## src/rtl/clcd_pkg.sv

```systemverilog
`default_nettype none

package clcd_pkg;

    localparam int COLUMNS = 20;

    localparam int STEP_W = 4;
    localparam int TIMER_W = 16;
    localparam int CFG_DATA_W = 16;
    localparam int CFG_ADDR_W = 2;

    localparam logic [2:0] OP_TICK   = 3'd0;
    localparam logic [2:0] OP_INIT   = 3'd1;
    localparam logic [2:0] OP_CMD    = 3'd2;
    localparam logic [2:0] OP_CHAR   = 3'd3;
    localparam logic [2:0] OP_CURSOR = 3'd4;

    localparam logic [CFG_ADDR_W-1:0] REG_ENABLE_HIGH = 2'd0;
    localparam logic [CFG_ADDR_W-1:0] REG_SETTLE      = 2'd1;
    localparam logic [CFG_ADDR_W-1:0] REG_LONG_WAIT   = 2'd2;
    localparam logic [CFG_ADDR_W-1:0] REG_POWER_UP    = 2'd3;

    localparam logic [7:0]  ENABLE_HIGH_RESET = 8'd1;
    localparam logic [9:0]  SETTLE_RESET      = 10'd50;
    localparam logic [15:0] LONG_WAIT_RESET   = 16'd2000;
    localparam logic [15:0] POWER_UP_RESET    = 16'd50000;

    localparam logic [TIMER_W-1:0] WAIT_FIRST  = 16'd5000;
    localparam logic [TIMER_W-1:0] WAIT_SECOND = 16'd150;

    localparam logic [3:0] NIB_THREE = 4'h3;
    localparam logic [3:0] NIB_TWO   = 4'h2;

    localparam logic [7:0] CMD_FUNCTION_SET = 8'h28;
    localparam logic [7:0] CMD_DISPLAY_ON   = 8'h0C;
    localparam logic [7:0] CMD_ENTRY_MODE   = 8'h06;
    localparam logic [7:0] CMD_CLEAR        = 8'h01;
    localparam logic [7:0] CMD_HOME         = 8'h02;
    localparam logic [7:0] CMD_SET_DDRAM    = 8'h80;

    localparam logic [6:0] ROW1_BASE = 7'h40;
    localparam logic [6:0] ROW2_BASE = 7'(COLUMNS);
    localparam logic [6:0] ROW3_BASE = 7'(8'h40 + COLUMNS);
    localparam logic [5:0] COL_MAX   = 6'(COLUMNS - 1);
    localparam logic [2:0] ROW_MAX   = 3'd3;

    typedef struct packed {
        logic [2:0] op;
        logic [7:0] value;
        logic [5:0] column;
        logic [2:0] row;
    } in_item_t;

    typedef struct packed {
        logic       rs_pin;
        logic       enable_pin;
        logic [3:0] data_nibble;
        logic       busy_res;
        logic       rejected;
    } out_item_t;

endpackage

`default_nettype wire

```

## src/rtl/char_lcd_4bit_interface_sequencer_unit.sv

```systemverilog
`default_nettype none

// Four-bit character LCD sequencer. Each transfer on the s_ channel is either a
// one-microsecond tick or a request (initialize, command byte, character byte,
// set cursor), and each yields exactly one result transfer on the m_ channel
// carrying the RS, E and D7..D4 levels and the busy and rejected flags after
// that item. The sequencer state and the result are computed in the cycle an
// item is accepted; the result goes to the output register, or to the skid
// register while the output waits. Together they hold up to two results, so
// s_ready only drops when both are full. The four timing registers are
// written through the cfg_ port and should only change while the block is idle.
module char_lcd_4bit_interface_sequencer_unit
    import clcd_pkg::*;
(
    input  wire logic                  aclk,
    input  wire logic                  aresetn,
    input  wire logic                  cfg_wr_en,
    input  wire logic [CFG_ADDR_W-1:0] cfg_addr,
    input  wire logic [CFG_DATA_W-1:0] cfg_wdata,
    input  wire logic                  s_valid,
    output logic                       s_ready,
    input  wire in_item_t              s_item,
    output logic                       m_valid,
    input  wire logic                  m_ready,
    output out_item_t                  m_item
);

    localparam logic [STEP_W-1:0] ST_IDLE  = 4'd0;
    localparam logic [STEP_W-1:0] ST_POWER = 4'd1;
    localparam logic [STEP_W-1:0] ST_N3A   = 4'd2;
    localparam logic [STEP_W-1:0] ST_W5000 = 4'd3;
    localparam logic [STEP_W-1:0] ST_N3B   = 4'd4;
    localparam logic [STEP_W-1:0] ST_W150  = 4'd5;
    localparam logic [STEP_W-1:0] ST_N3C   = 4'd6;
    localparam logic [STEP_W-1:0] ST_N2    = 4'd7;
    localparam logic [STEP_W-1:0] ST_B28   = 4'd8;
    localparam logic [STEP_W-1:0] ST_B0C   = 4'd9;
    localparam logic [STEP_W-1:0] ST_B06   = 4'd10;
    localparam logic [STEP_W-1:0] ST_B01   = 4'd11;
    localparam logic [STEP_W-1:0] ST_BYTE  = 4'd12;
    localparam logic [STEP_W-1:0] ST_LONG  = 4'd13;

    logic [7:0]         enable_high_reg;
    logic [9:0]         settle_reg;
    logic [15:0]        long_wait_reg;
    logic [15:0]        power_up_reg;

    logic [STEP_W-1:0]  step_reg, step_next;
    logic [TIMER_W-1:0] timer_reg, timer_next;
    logic [7:0]         pend_reg, pend_next;
    logic               rs_reg, rs_next;
    logic               en_reg, en_next;
    logic [3:0]         nib_reg, nib_next;
    logic               low_reg, low_next;
    logic               rej;

    out_item_t          out_reg, skid_reg, result;
    logic               out_valid_reg, skid_valid_reg;

    logic               accept;
    logic               pop;

    assign accept  = s_valid && s_ready;
    assign pop     = m_valid && m_ready;
    assign s_ready = !skid_valid_reg;
    assign m_valid = out_valid_reg;
    assign m_item  = out_reg;

    always_ff @(posedge aclk) begin
        if (!aresetn) begin
            enable_high_reg <= ENABLE_HIGH_RESET;
            settle_reg      <= SETTLE_RESET;
            long_wait_reg   <= LONG_WAIT_RESET;
            power_up_reg    <= POWER_UP_RESET;
        end else if (cfg_wr_en) begin
            unique case (cfg_addr)
                REG_ENABLE_HIGH: enable_high_reg <= cfg_wdata[7:0];
                REG_SETTLE:      settle_reg      <= cfg_wdata[9:0];
                REG_LONG_WAIT:   long_wait_reg   <= cfg_wdata;
                REG_POWER_UP:    power_up_reg    <= cfg_wdata;
                default: ;
            endcase
        end
    end

    always_comb begin
        logic              do_enter;
        logic [STEP_W-1:0] target;
        logic [7:0]        byte_val;
        logic [2:0]        row_c;
        logic [5:0]        col_c;
        logic [6:0]        base;
        logic [6:0]        addr;

        step_next  = step_reg;
        timer_next = timer_reg;
        pend_next  = pend_reg;
        rs_next    = rs_reg;
        en_next    = en_reg;
        nib_next   = nib_reg;
        low_next   = low_reg;
        rej        = 1'b0;
        do_enter   = 1'b0;
        target     = ST_IDLE;
        byte_val   = s_item.value;
        row_c      = (s_item.row > ROW_MAX) ? ROW_MAX : s_item.row;
        col_c      = (s_item.column > COL_MAX) ? COL_MAX : s_item.column;

        case (row_c[1:0])
            2'd0:    base = 7'd0;
            2'd1:    base = ROW1_BASE;
            2'd2:    base = ROW2_BASE;
            default: base = ROW3_BASE;
        endcase
        addr = base + {1'b0, col_c};

        unique case (s_item.op)
            OP_TICK: begin
                unique case (step_reg)
                    ST_IDLE: ;
                    ST_N3A, ST_N3B, ST_N3C, ST_N2,
                    ST_B28, ST_B0C, ST_B06, ST_B01, ST_BYTE: begin
                        if (timer_reg > TIMER_W'(1)) begin
                            timer_next = timer_reg - TIMER_W'(1);
                        end else if (en_reg) begin
                            en_next    = 1'b0;
                            timer_next = TIMER_W'(settle_reg);
                        end else if (step_reg >= ST_B28) begin
                            if (!low_reg) begin
                                low_next   = 1'b1;
                                nib_next   = pend_reg[3:0];
                                en_next    = 1'b1;
                                timer_next = TIMER_W'(enable_high_reg);
                            end else begin
                                low_next = 1'b0;
                                do_enter = 1'b1;
                                if (!rs_reg && (pend_reg == CMD_CLEAR ||
                                                pend_reg == CMD_HOME)) begin
                                    target = ST_LONG;
                                end else if (step_reg == ST_BYTE) begin
                                    target = ST_IDLE;
                                end else begin
                                    target = step_reg + STEP_W'(1);
                                end
                            end
                        end else begin
                            do_enter = 1'b1;
                            target   = step_reg + STEP_W'(1);
                        end
                    end
                    ST_POWER, ST_W5000, ST_W150, ST_LONG: begin
                        if (timer_reg > TIMER_W'(1)) begin
                            timer_next = timer_reg - TIMER_W'(1);
                        end else begin
                            do_enter = 1'b1;
                            target   = (step_reg == ST_LONG) ? ST_IDLE
                                                             : step_reg + STEP_W'(1);
                        end
                    end
                    default: begin
                        do_enter = 1'b1;
                        target   = ST_IDLE;
                    end
                endcase
            end
            OP_INIT, OP_CMD, OP_CHAR, OP_CURSOR: begin
                if (step_reg != ST_IDLE) begin
                    rej = 1'b1;
                end else if (s_item.op == OP_INIT) begin
                    rs_next  = 1'b0;
                    en_next  = 1'b0;
                    low_next = 1'b0;
                    do_enter = 1'b1;
                    target   = ST_POWER;
                end else begin
                    rs_next = (s_item.op == OP_CHAR);
                    if (s_item.op == OP_CURSOR) begin
                        byte_val = CMD_SET_DDRAM | {1'b0, addr};
                    end
                    step_next  = ST_BYTE;
                    pend_next  = byte_val;
                    low_next   = 1'b0;
                    nib_next   = byte_val[7:4];
                    en_next    = 1'b1;
                    timer_next = TIMER_W'(enable_high_reg);
                end
            end
            default: rej = 1'b1;
        endcase

        if (do_enter) begin
            step_next = target;
            unique case (target)
                ST_POWER: timer_next = power_up_reg;
                ST_N3A, ST_N3B, ST_N3C: begin
                    nib_next   = NIB_THREE;
                    en_next    = 1'b1;
                    timer_next = TIMER_W'(enable_high_reg);
                end
                ST_N2: begin
                    nib_next   = NIB_TWO;
                    en_next    = 1'b1;
                    timer_next = TIMER_W'(enable_high_reg);
                end
                ST_W5000: timer_next = WAIT_FIRST;
                ST_W150:  timer_next = WAIT_SECOND;
                ST_B28, ST_B0C, ST_B06, ST_B01: begin
                    case (target)
                        ST_B28:  pend_next = CMD_FUNCTION_SET;
                        ST_B0C:  pend_next = CMD_DISPLAY_ON;
                        ST_B06:  pend_next = CMD_ENTRY_MODE;
                        default: pend_next = CMD_CLEAR;
                    endcase
                    low_next   = 1'b0;
                    nib_next   = pend_next[7:4];
                    en_next    = 1'b1;
                    timer_next = TIMER_W'(enable_high_reg);
                end
                ST_LONG: timer_next = long_wait_reg;
                default: begin
                    step_next  = ST_IDLE;
                    timer_next = '0;
                end
            endcase
        end

        result.rs_pin      = rs_next;
        result.enable_pin  = en_next;
        result.data_nibble = nib_next;
        result.busy_res    = (step_next != ST_IDLE);
        result.rejected    = rej;
    end

    always_ff @(posedge aclk) begin
        if (!aresetn) begin
            step_reg  <= ST_IDLE;
            timer_reg <= '0;
            pend_reg  <= '0;
            rs_reg    <= 1'b0;
            en_reg    <= 1'b0;
            nib_reg   <= '0;
            low_reg   <= 1'b0;
        end else if (accept) begin
            step_reg  <= step_next;
            timer_reg <= timer_next;
            pend_reg  <= pend_next;
            rs_reg    <= rs_next;
            en_reg    <= en_next;
            nib_reg   <= nib_next;
            low_reg   <= low_next;
        end
    end

    // The skid register catches a result when the output register is still
    // waiting for its transfer.
    always_ff @(posedge aclk) begin
        if (!aresetn) begin
            out_valid_reg  <= 1'b0;
            skid_valid_reg <= 1'b0;
        end else if (skid_valid_reg) begin
            if (pop) begin
                out_valid_reg  <= 1'b1;
                skid_valid_reg <= 1'b0;
            end
        end else if (accept) begin
            if (!out_valid_reg || pop) begin
                out_valid_reg <= 1'b1;
            end else begin
                skid_valid_reg <= 1'b1;
            end
        end else if (pop) begin
            out_valid_reg <= 1'b0;
        end
    end

    always_ff @(posedge aclk) begin
        if (skid_valid_reg) begin
            if (pop) begin
                out_reg <= skid_reg;
            end
        end else if (accept) begin
            if (!out_valid_reg || pop) begin
                out_reg <= result;
            end else begin
                skid_reg <= result;
            end
        end
    end

endmodule

`default_nettype wire
```

## config.mk

```make
export PLATFORM = sky130hd
export DESIGN_NAME = char_lcd_4bit_interface_sequencer_unit
export DESIGN_NICKNAME = d
export VERILOG_FILES = /design/src/rtl/clcd_pkg.sv /design/src/rtl/char_lcd_4bit_interface_sequencer_unit.sv
export SDC_FILE = /design/constraint.sdc
export NUM_CORES = 1
export LEC_CHECK = 0
export ABC_AREA = 0
export BUFFER_PORTS_ARGS = -buffer_cell sky130_fd_sc_hd__clkbuf_2
export CAP_MARGIN = 20
export CORE_MARGIN = 2
export CORE_UTILIZATION = 55
export CTS_CLUSTER_DIAMETER = 60
export CTS_CLUSTER_SIZE = 8
export DETAILED_ROUTE_END_ITERATION = 10
export GPL_TIMING_DRIVEN = 0
export PLACE_DENSITY = 0.77
export SLEW_MARGIN = 20
export SYNTH_ARGS = -nofsm -noshare
export SYNTH_HDL_FRONTEND = slang
export SYNTH_SLANG_ARGS = --single-unit
```

## constraint.sdc

```tcl
create_clock -name aclk -period 3 [get_ports aclk]
set_input_delay 0 -clock aclk [delete_from_list [all_inputs] [get_ports aclk]]
set_output_delay 0 -clock aclk [all_outputs]
set_load 0.02 [all_outputs]
```

; Word level (Yosys, flattened, before mapping)
; Cells that the tools add are included.
[op_classes]
n_addsub = 3
order_cmp = 4
eq_ne = 44
mux = 93
bitwise_logic = 2
reduce_logical = 33
[op_table]
columns = op, count
row1 = $mux 16, 8
row2 = $mux 4, 21
row3 = $mux 8, 10
row4 = $pmux 16 s5, 1
row5 = $pmux 16 s2, 2
row6 = $eq 4x4->1 const B, 11
row7 = $mux 1, 38
row8 = $eq 4x3->1 const B, 8
row9 = $pmux 4 s2, 3
row10 = $pmux 7 s3, 1
row11 = $pmux 6 s3, 1
row12 = $eq 4x2->1 const B, 4
row13 = $gt 16x1->1 const B, 1
row14 = $sub 16x1->16 const B, 1
row15 = $ne 6x6->1 const B, 2
row16 = $pmux 4 s3, 1
row17 = $reduce_or 12->1, 1
row18 = $reduce_or 4->1, 3
row19 = $reduce_and 3->1, 3
row20 = $reduce_or 9->1, 1
row21 = $eq 4x1->1 const B, 2
row22 = $eq 8x1->1 const B, 1
row23 = $eq 8x2->1 const B, 1
row24 = $pmux 1 s2, 4
row25 = other kinds (32), 50
[totals]
regBits = 103
in_bits = 43
output_inout_bits = 10

; Longest topological paths before layout
[logic_depth]
word_depth = 18
mapped_depth = 13

; Worst setup path before layout
; Ideal clock, no wire load.
[synth_path]
kind = flip-flop to flip-flop
from = register step_reg[0]
to = register out_reg, in the netlist m_item[3] (data pin)
setup_time_ns = 0.260
t_arrival_ns = 2.959
setup_slack_ns = -0.219
stages_incl_launch_ff = 12
n_path_buf = 2
synth_period_minus_slack_ns = 3.219
path_cell_list = dfxtp_1 ha_1 buf_2 o21bai_1 a2111oi_2 o221ai_1 a21oi_1 and3_1 clkbuf_1 mux2i_1 nand2_1 mux2_2
[synth_via]
elab_chain_cells = 16
elab_cells_between_ends = 58
cone_classes = 1 x add/sub / 1 x order compare / 21 x eq/ne / 29 x mux / 6 x reduce/logical
[synth_rtl]
columns = element, line
row1 = "start, declared", char_lcd_4bit_interface_sequencer_unit.sv:48  ; logic [STEP_W-1:0] step_reg, step_next;
row2 = "start signal, assigned", char_lcd_4bit_interface_sequencer_unit.sv:244  ; step_reg <= step_next;
row3 = $add 4x1->4 / $eq 4x4->1 (equally long branches), n/a
row4 = $mux 4, char_lcd_4bit_interface_sequencer_unit.sv:140  ; end else if (step_reg == ST_BYTE) begin
row5 = $mux 4, char_lcd_4bit_interface_sequencer_unit.sv:137  ; if (!rs_reg && (pend_reg == CMD_CLEAR ||
row6 = $mux 4, char_lcd_4bit_interface_sequencer_unit.sv:129  ; if (!low_reg) begin
row7 = $mux 4, char_lcd_4bit_interface_sequencer_unit.sv:128  ; end else if (step_reg >= ST_B28) begin
row8 = $mux 4, char_lcd_4bit_interface_sequencer_unit.sv:125  ; end else if (en_reg) begin
row9 = $mux 4, char_lcd_4bit_interface_sequencer_unit.sv:123  ; if (timer_reg > TIMER_W'(1)) begin
row10 = $pmux 4 s2, char_lcd_4bit_interface_sequencer_unit.sv:119  ; unique case (step_reg)
row11 = $pmux 4 s2, char_lcd_4bit_interface_sequencer_unit.sv:117  ; unique case (s_item.op)
row12 = "$eq 4x4->1, or another cell as far along", "char_lcd_4bit_interface_sequencer_unit.sv:193, char_lcd_4bit_interface_sequencer_unit.sv:208"
row13 = "$pmux 6 s3, or another cell as far along", char_lcd_4bit_interface_sequencer_unit.sv:208  ; case (target)
row14 = $pmux 4 s3, char_lcd_4bit_interface_sequencer_unit.sv:193  ; unique case (target)
row15 = $mux 4 *, char_lcd_4bit_interface_sequencer_unit.sv:191  ; if (do_enter) begin
row16 = named net nib_next[1], char_lcd_4bit_interface_sequencer_unit.sv:53  ; logic [3:0] nib_reg, nib_next;
row17 = $mux 8 *, char_lcd_4bit_interface_sequencer_unit.sv:282  ; if (!out_valid_reg || pop) begin
row18 = $mux 8 *, char_lcd_4bit_interface_sequencer_unit.sv:281  ; end else if (accept) begin
row19 = $mux 8 *, char_lcd_4bit_interface_sequencer_unit.sv:277  ; if (skid_valid_reg) begin
row20 = "end signal, assigned", char_lcd_4bit_interface_sequencer_unit.sv:279  ; out_reg <= skid_reg;
row21 = "end signal, assigned", char_lcd_4bit_interface_sequencer_unit.sv:283  ; out_reg <= result;
row22 = "end, declared", char_lcd_4bit_interface_sequencer_unit.sv:57  ; out_item_t out_reg, skid_reg, result;
; The timed path passes the listed nets; every way through them passes the cells marked *. The select of a mux whose other input is x is not followed.
; A chain may end at the register's enable or synchronous reset.

; Worst setup path in the final report
[layout_path]
from = register timer_reg[9]
to = register out_reg, in the netlist m_item[6] (data pin)
[layout_via]
elab_chain_cells = 11
elab_cells_between_ends = 26
cone_classes = 1 x order compare / 8 x eq/ne / 16 x mux / 1 x reduce/logical
[layout_rtl]
columns = element, line
row1 = "start, declared", char_lcd_4bit_interface_sequencer_unit.sv:49  ; logic [TIMER_W-1:0] timer_reg, timer_next;
row2 = "start signal, assigned", char_lcd_4bit_interface_sequencer_unit.sv:245  ; timer_reg <= timer_next;
row3 = $gt 16x1->1 *, "char_lcd_4bit_interface_sequencer_unit.sv:123, char_lcd_4bit_interface_sequencer_unit.sv:152"
row4 = "$mux 4, on equally long branches", "char_lcd_4bit_interface_sequencer_unit.sv:152, char_lcd_4bit_interface_sequencer_unit.sv:123"
row5 = $pmux 4 s2, char_lcd_4bit_interface_sequencer_unit.sv:119
row6 = $pmux 4 s2, char_lcd_4bit_interface_sequencer_unit.sv:117
row7 = "$eq 4x4->1, or another cell as far along", char_lcd_4bit_interface_sequencer_unit.sv:193
row8 = $reduce_or 8->1 (no line), n/a
row9 = $mux 1, char_lcd_4bit_interface_sequencer_unit.sv:193
row10 = $mux 1 *, char_lcd_4bit_interface_sequencer_unit.sv:191
row11 = named net en_next, char_lcd_4bit_interface_sequencer_unit.sv:52  ; logic en_reg, en_next;
row12 = $mux 8 *, char_lcd_4bit_interface_sequencer_unit.sv:282
row13 = $mux 8 *, char_lcd_4bit_interface_sequencer_unit.sv:281
row14 = $mux 8 *, char_lcd_4bit_interface_sequencer_unit.sv:277
; Marks and branches as above.

==> flow_summary.yaml <==
outcome:
  status: "finished with violations"
  violations: "setup timing"
setup_path:
  r2r_start: "timer_reg[9]"
  arrival_ns: 3.38
  end_kind: "flop"
  critPathKind: "flop to flop"
  worstPathRequired_ns: 3.16
  crit_end: "m_item[6]"
  worstPathMaxFanout: 6
  r2r_slack_ns: -0.23
  worstSetupStartpointType: "flop"
  r2r-end: "m_item[6]"
  critPathSlowestCell: "or4_4"
  worstRegToRegCells: 10
  critPathLaunch: "timer_reg[9]"
  slowest_delay_ns: 0.52
  path_common_cell: "buf_4"
  crit_chain: "or4_4, or2_1, buf_6, buf_4, nor2_1, o21ai_2, buf_4, a32oi_4, nand3_4, mux2_4"
cells_and_area:
  area_growth_pct: 35.0
  drive_gt1_share_pct: 28.7
  n_antenna_cell: 0
  fillers: 793
  fin_nets: 1003
  final_cells: 1094
floorplanning:
  rows: 38
  die_w_um: 110
  core_area_um2: 10900
  io_pins: 53
  start_util_pct: 56.4
  dieArea_um2: 12000
  chipHeight_um: 110
yosys:
  yosysWarnings: 0
  yosysUniqueCellTypes: 78
  synth_top_flop_cell: "dfxtp_1"
  netlist_area_um2: 6140
  synth_nets: 853
  ys_seq_area_share_pct: 36.2
  synth_top_area_share_pct: 28.4
  synth-async-reset-ratio_pct: 0
  synth_top_area_cell: "dfxtp_1"
  ys_ff_latch: 103
  synth_edf_count: 16
  synthTopCellsByArea: "dfxtp_1, nand2_1, edfxtp_1, a21oi_1, nor2_1"
  netlist_instances: 799
  post_synth.cell_area_avg_um2: 7.69
place:
  portBuffers: 50
  dp.final_hpwl_mm: 15.2
  dp_cells: 989
  place_congestion: 0.993
  post-place-ws_ns: -0.626
clock_tree:
  cts_root_buf: "clkbuf_8"
  clkLatencyLatePin_ns: 0.41
  cts.sinks: 103
  clkTransAtPathRegs_ns: 0.10
  cts_made_buffers: 9
  htreeDepth: 3
  cts_tree: "done"
  clockBufferDepth: 2
global_route:
  track_usage_pct: 38.1
  grt_pass1_wl_mm: 34.8
  grt_pass1_vias: 6716
  grt_max_degree: 18
  overflow: 0
  antenna_found_initial: 0
detailed_routing:
  viasPerCell: 6.63
  drc: 0
  wire_per_inst_um: 21.6
  dr_total_vias: 7251
  first_pass_iters: 5
  ant_nets: 0
  drtIter0Drc: 858
  routed_wl_mm: 23.6
worst_hold_path:
  holdPathStages: 4
  hold_path.class: "primary input to flop"
sta:
  rsz0062_at_grt: "yes"
  worst_pin_slew_ns: 0.994
  fin_crit_ns: 3.23
  finalHoldViolations: 0
  tns_ns: -2.74
  fin_ws_ns: -0.225
  timing.fmax_ghz: 0.310
  setup_viol: 31
  slew_headroom_pct: 33.2
  post-route-period-util_pct: 108
  hold_ws_ns: 0.0599
  drv_slew: 0
  fin_worst_skew_ns: 0.0241
flow_run:
  max_cap_violations: 0
power:
  p_leak_nw: 3.13
  power.density_nw_per_um2: 450
  peakVddDrop_v: 0.000506
## synth_stat cells (5+ instances only)
cell      number
and4_1         5
buf_1          5
mux2i_1       12
o22ai_1        6
nand2_1      142
or3_1          9
ha_1          11
o211ai_1       5
nor2_1        74
nand4_1        8
o221ai_1       6
a31oi_1       13
o21ai_0       41
a22oi_1       11
a211oi_1      15
a21o_1         5
o31ai_1        5
nor3_1        20
o21a_1         7
xnor2_1        6
nor4_1        10
buf_2          7
edfxtp_1      16
and3_1         8
nor2b_1        6
mux2_2         5
a21oi_1       76
clkbuf_1      37
or2_2          5
nand3_1       34
xor2_1         5
inv_1         16
dfxtp_1       87
## worst min path at each step
stage                     start               end
finish              cfg_addr[0]  long_wait_reg[2]
CTS                     s_valid       pend_reg[1]
detailed placement      m_ready    skid_valid_reg
global placement        m_ready    skid_valid_reg
global route            s_valid       pend_reg[1]
floorplan               m_ready    skid_valid_reg
## timing repair
action                                  4_1_cts  5_1_grt
pin swaps                                    18       34
gates resized for setup                      83       92
setup buffers                                37       41
gates cloned                                  0        0
endpoints found under the hold margin        51        0
endpoints found under the setup margin       46       39
hold buffers                                 18        0
## logic make-up after synthesis
family                     count (synthesis)  share of synthesized area (%)
DFF                                      103                           36.2
buffers and inverters                     67                           4.36
muxes                                     18                           3.12
and+or+nand+nor                          344                           25.9
AOI/OAI and AO/OA                        244                           26.4
xor gates and xnor gates                  11                           1.57
adders and majority gates                 12                           2.42
## power by group
part	total, mW	switching, mW	leakage, nW	internal [mW]
Clock	0.839	0.527	0.0781	0.311
Combinational	1.33	0.803	2.19	0.528
Sequential	1.56	0.0753	0.866	1.49
Total	3.73	1.41	3.13	2.33
## worst max-delay path, delay by kind of cell (launching register included)
kind	cells	cell delay, ns
AOI/OAI and AO/OA	2	0.49
buffers and inverters	3	0.47
DFF	1	0.36
muxes	1	0.29
and+or+nand+nor	4	1.38
## cells in the final DEF, fill, tap and decap left out, types with 5 or more instances in the layout
cell,Yosys,routed
a211oi_1,15,9
nand3_1,34,33
o31ai_1,5,5
o22ai_1,6,5
or3_1,9,8
buf_1,5,5
clkbuf_8,0,9
dfxtp_1,87,82
xnor2_1,6,5
a211oi_2,0,5
a31oi_1,13,11
nand2_1,142,136
mux2i_1,12,11
nor3_1,20,13
inv_1,16,13
xor2_1,5,5
buf_6,1,16
clkbuf_2,0,51
a21oi_1,76,68
edfxtp_1,16,16
dlygate4sd3_1,0,18
o21ai_0,41,34
ha_1,11,7
o21a_1,7,5
nor2b_1,6,5
nor2_1,74,68
buf_4,0,65
or2_2,5,5
a22oi_1,11,7
clkbuf_1,37,29
o211ai_1,5,5
nand2_2,0,5
nand4_1,8,8
## area by class of cell
type	instances	area (um2)	share of cell area, %
Buffer	44	219	2.64
Inverter	17	68.8	0.830
Sequential cell	103	2240	27.0
Multi-Input combinational cell	629	4350	52.5
Timing Repair Buffer	145	1070	12.9
Clock buffer	11	131	1.58
Tap cell	140	175	2.11
Clock inverter	5	42.5	0.513
## per-stage QoR
stage                     cell area, um2  utilization [%]  power, mW
after floorplan                     6200                -       2.25
after global placement              6620             60.8       2.52
after detailed placement            6630             60.9       2.55
after CTS                           7610             69.9       3.51
after global routing                8300             76.2       3.89
final                               8300             76.2       3.73
## routing by layer
metal | vias up | GRT usage (%) | wire length, um
li1 | 3230 | - | -
met1 | 3356 | 46.0 | 8810
met2 | 514 | 61.5 | 10900
met3 | 151 | 8.36 | 2270
met4 | 0 | 23.7 | 1660
met5 | - | 0 | 0
Power figures use the tool's default switching activity.
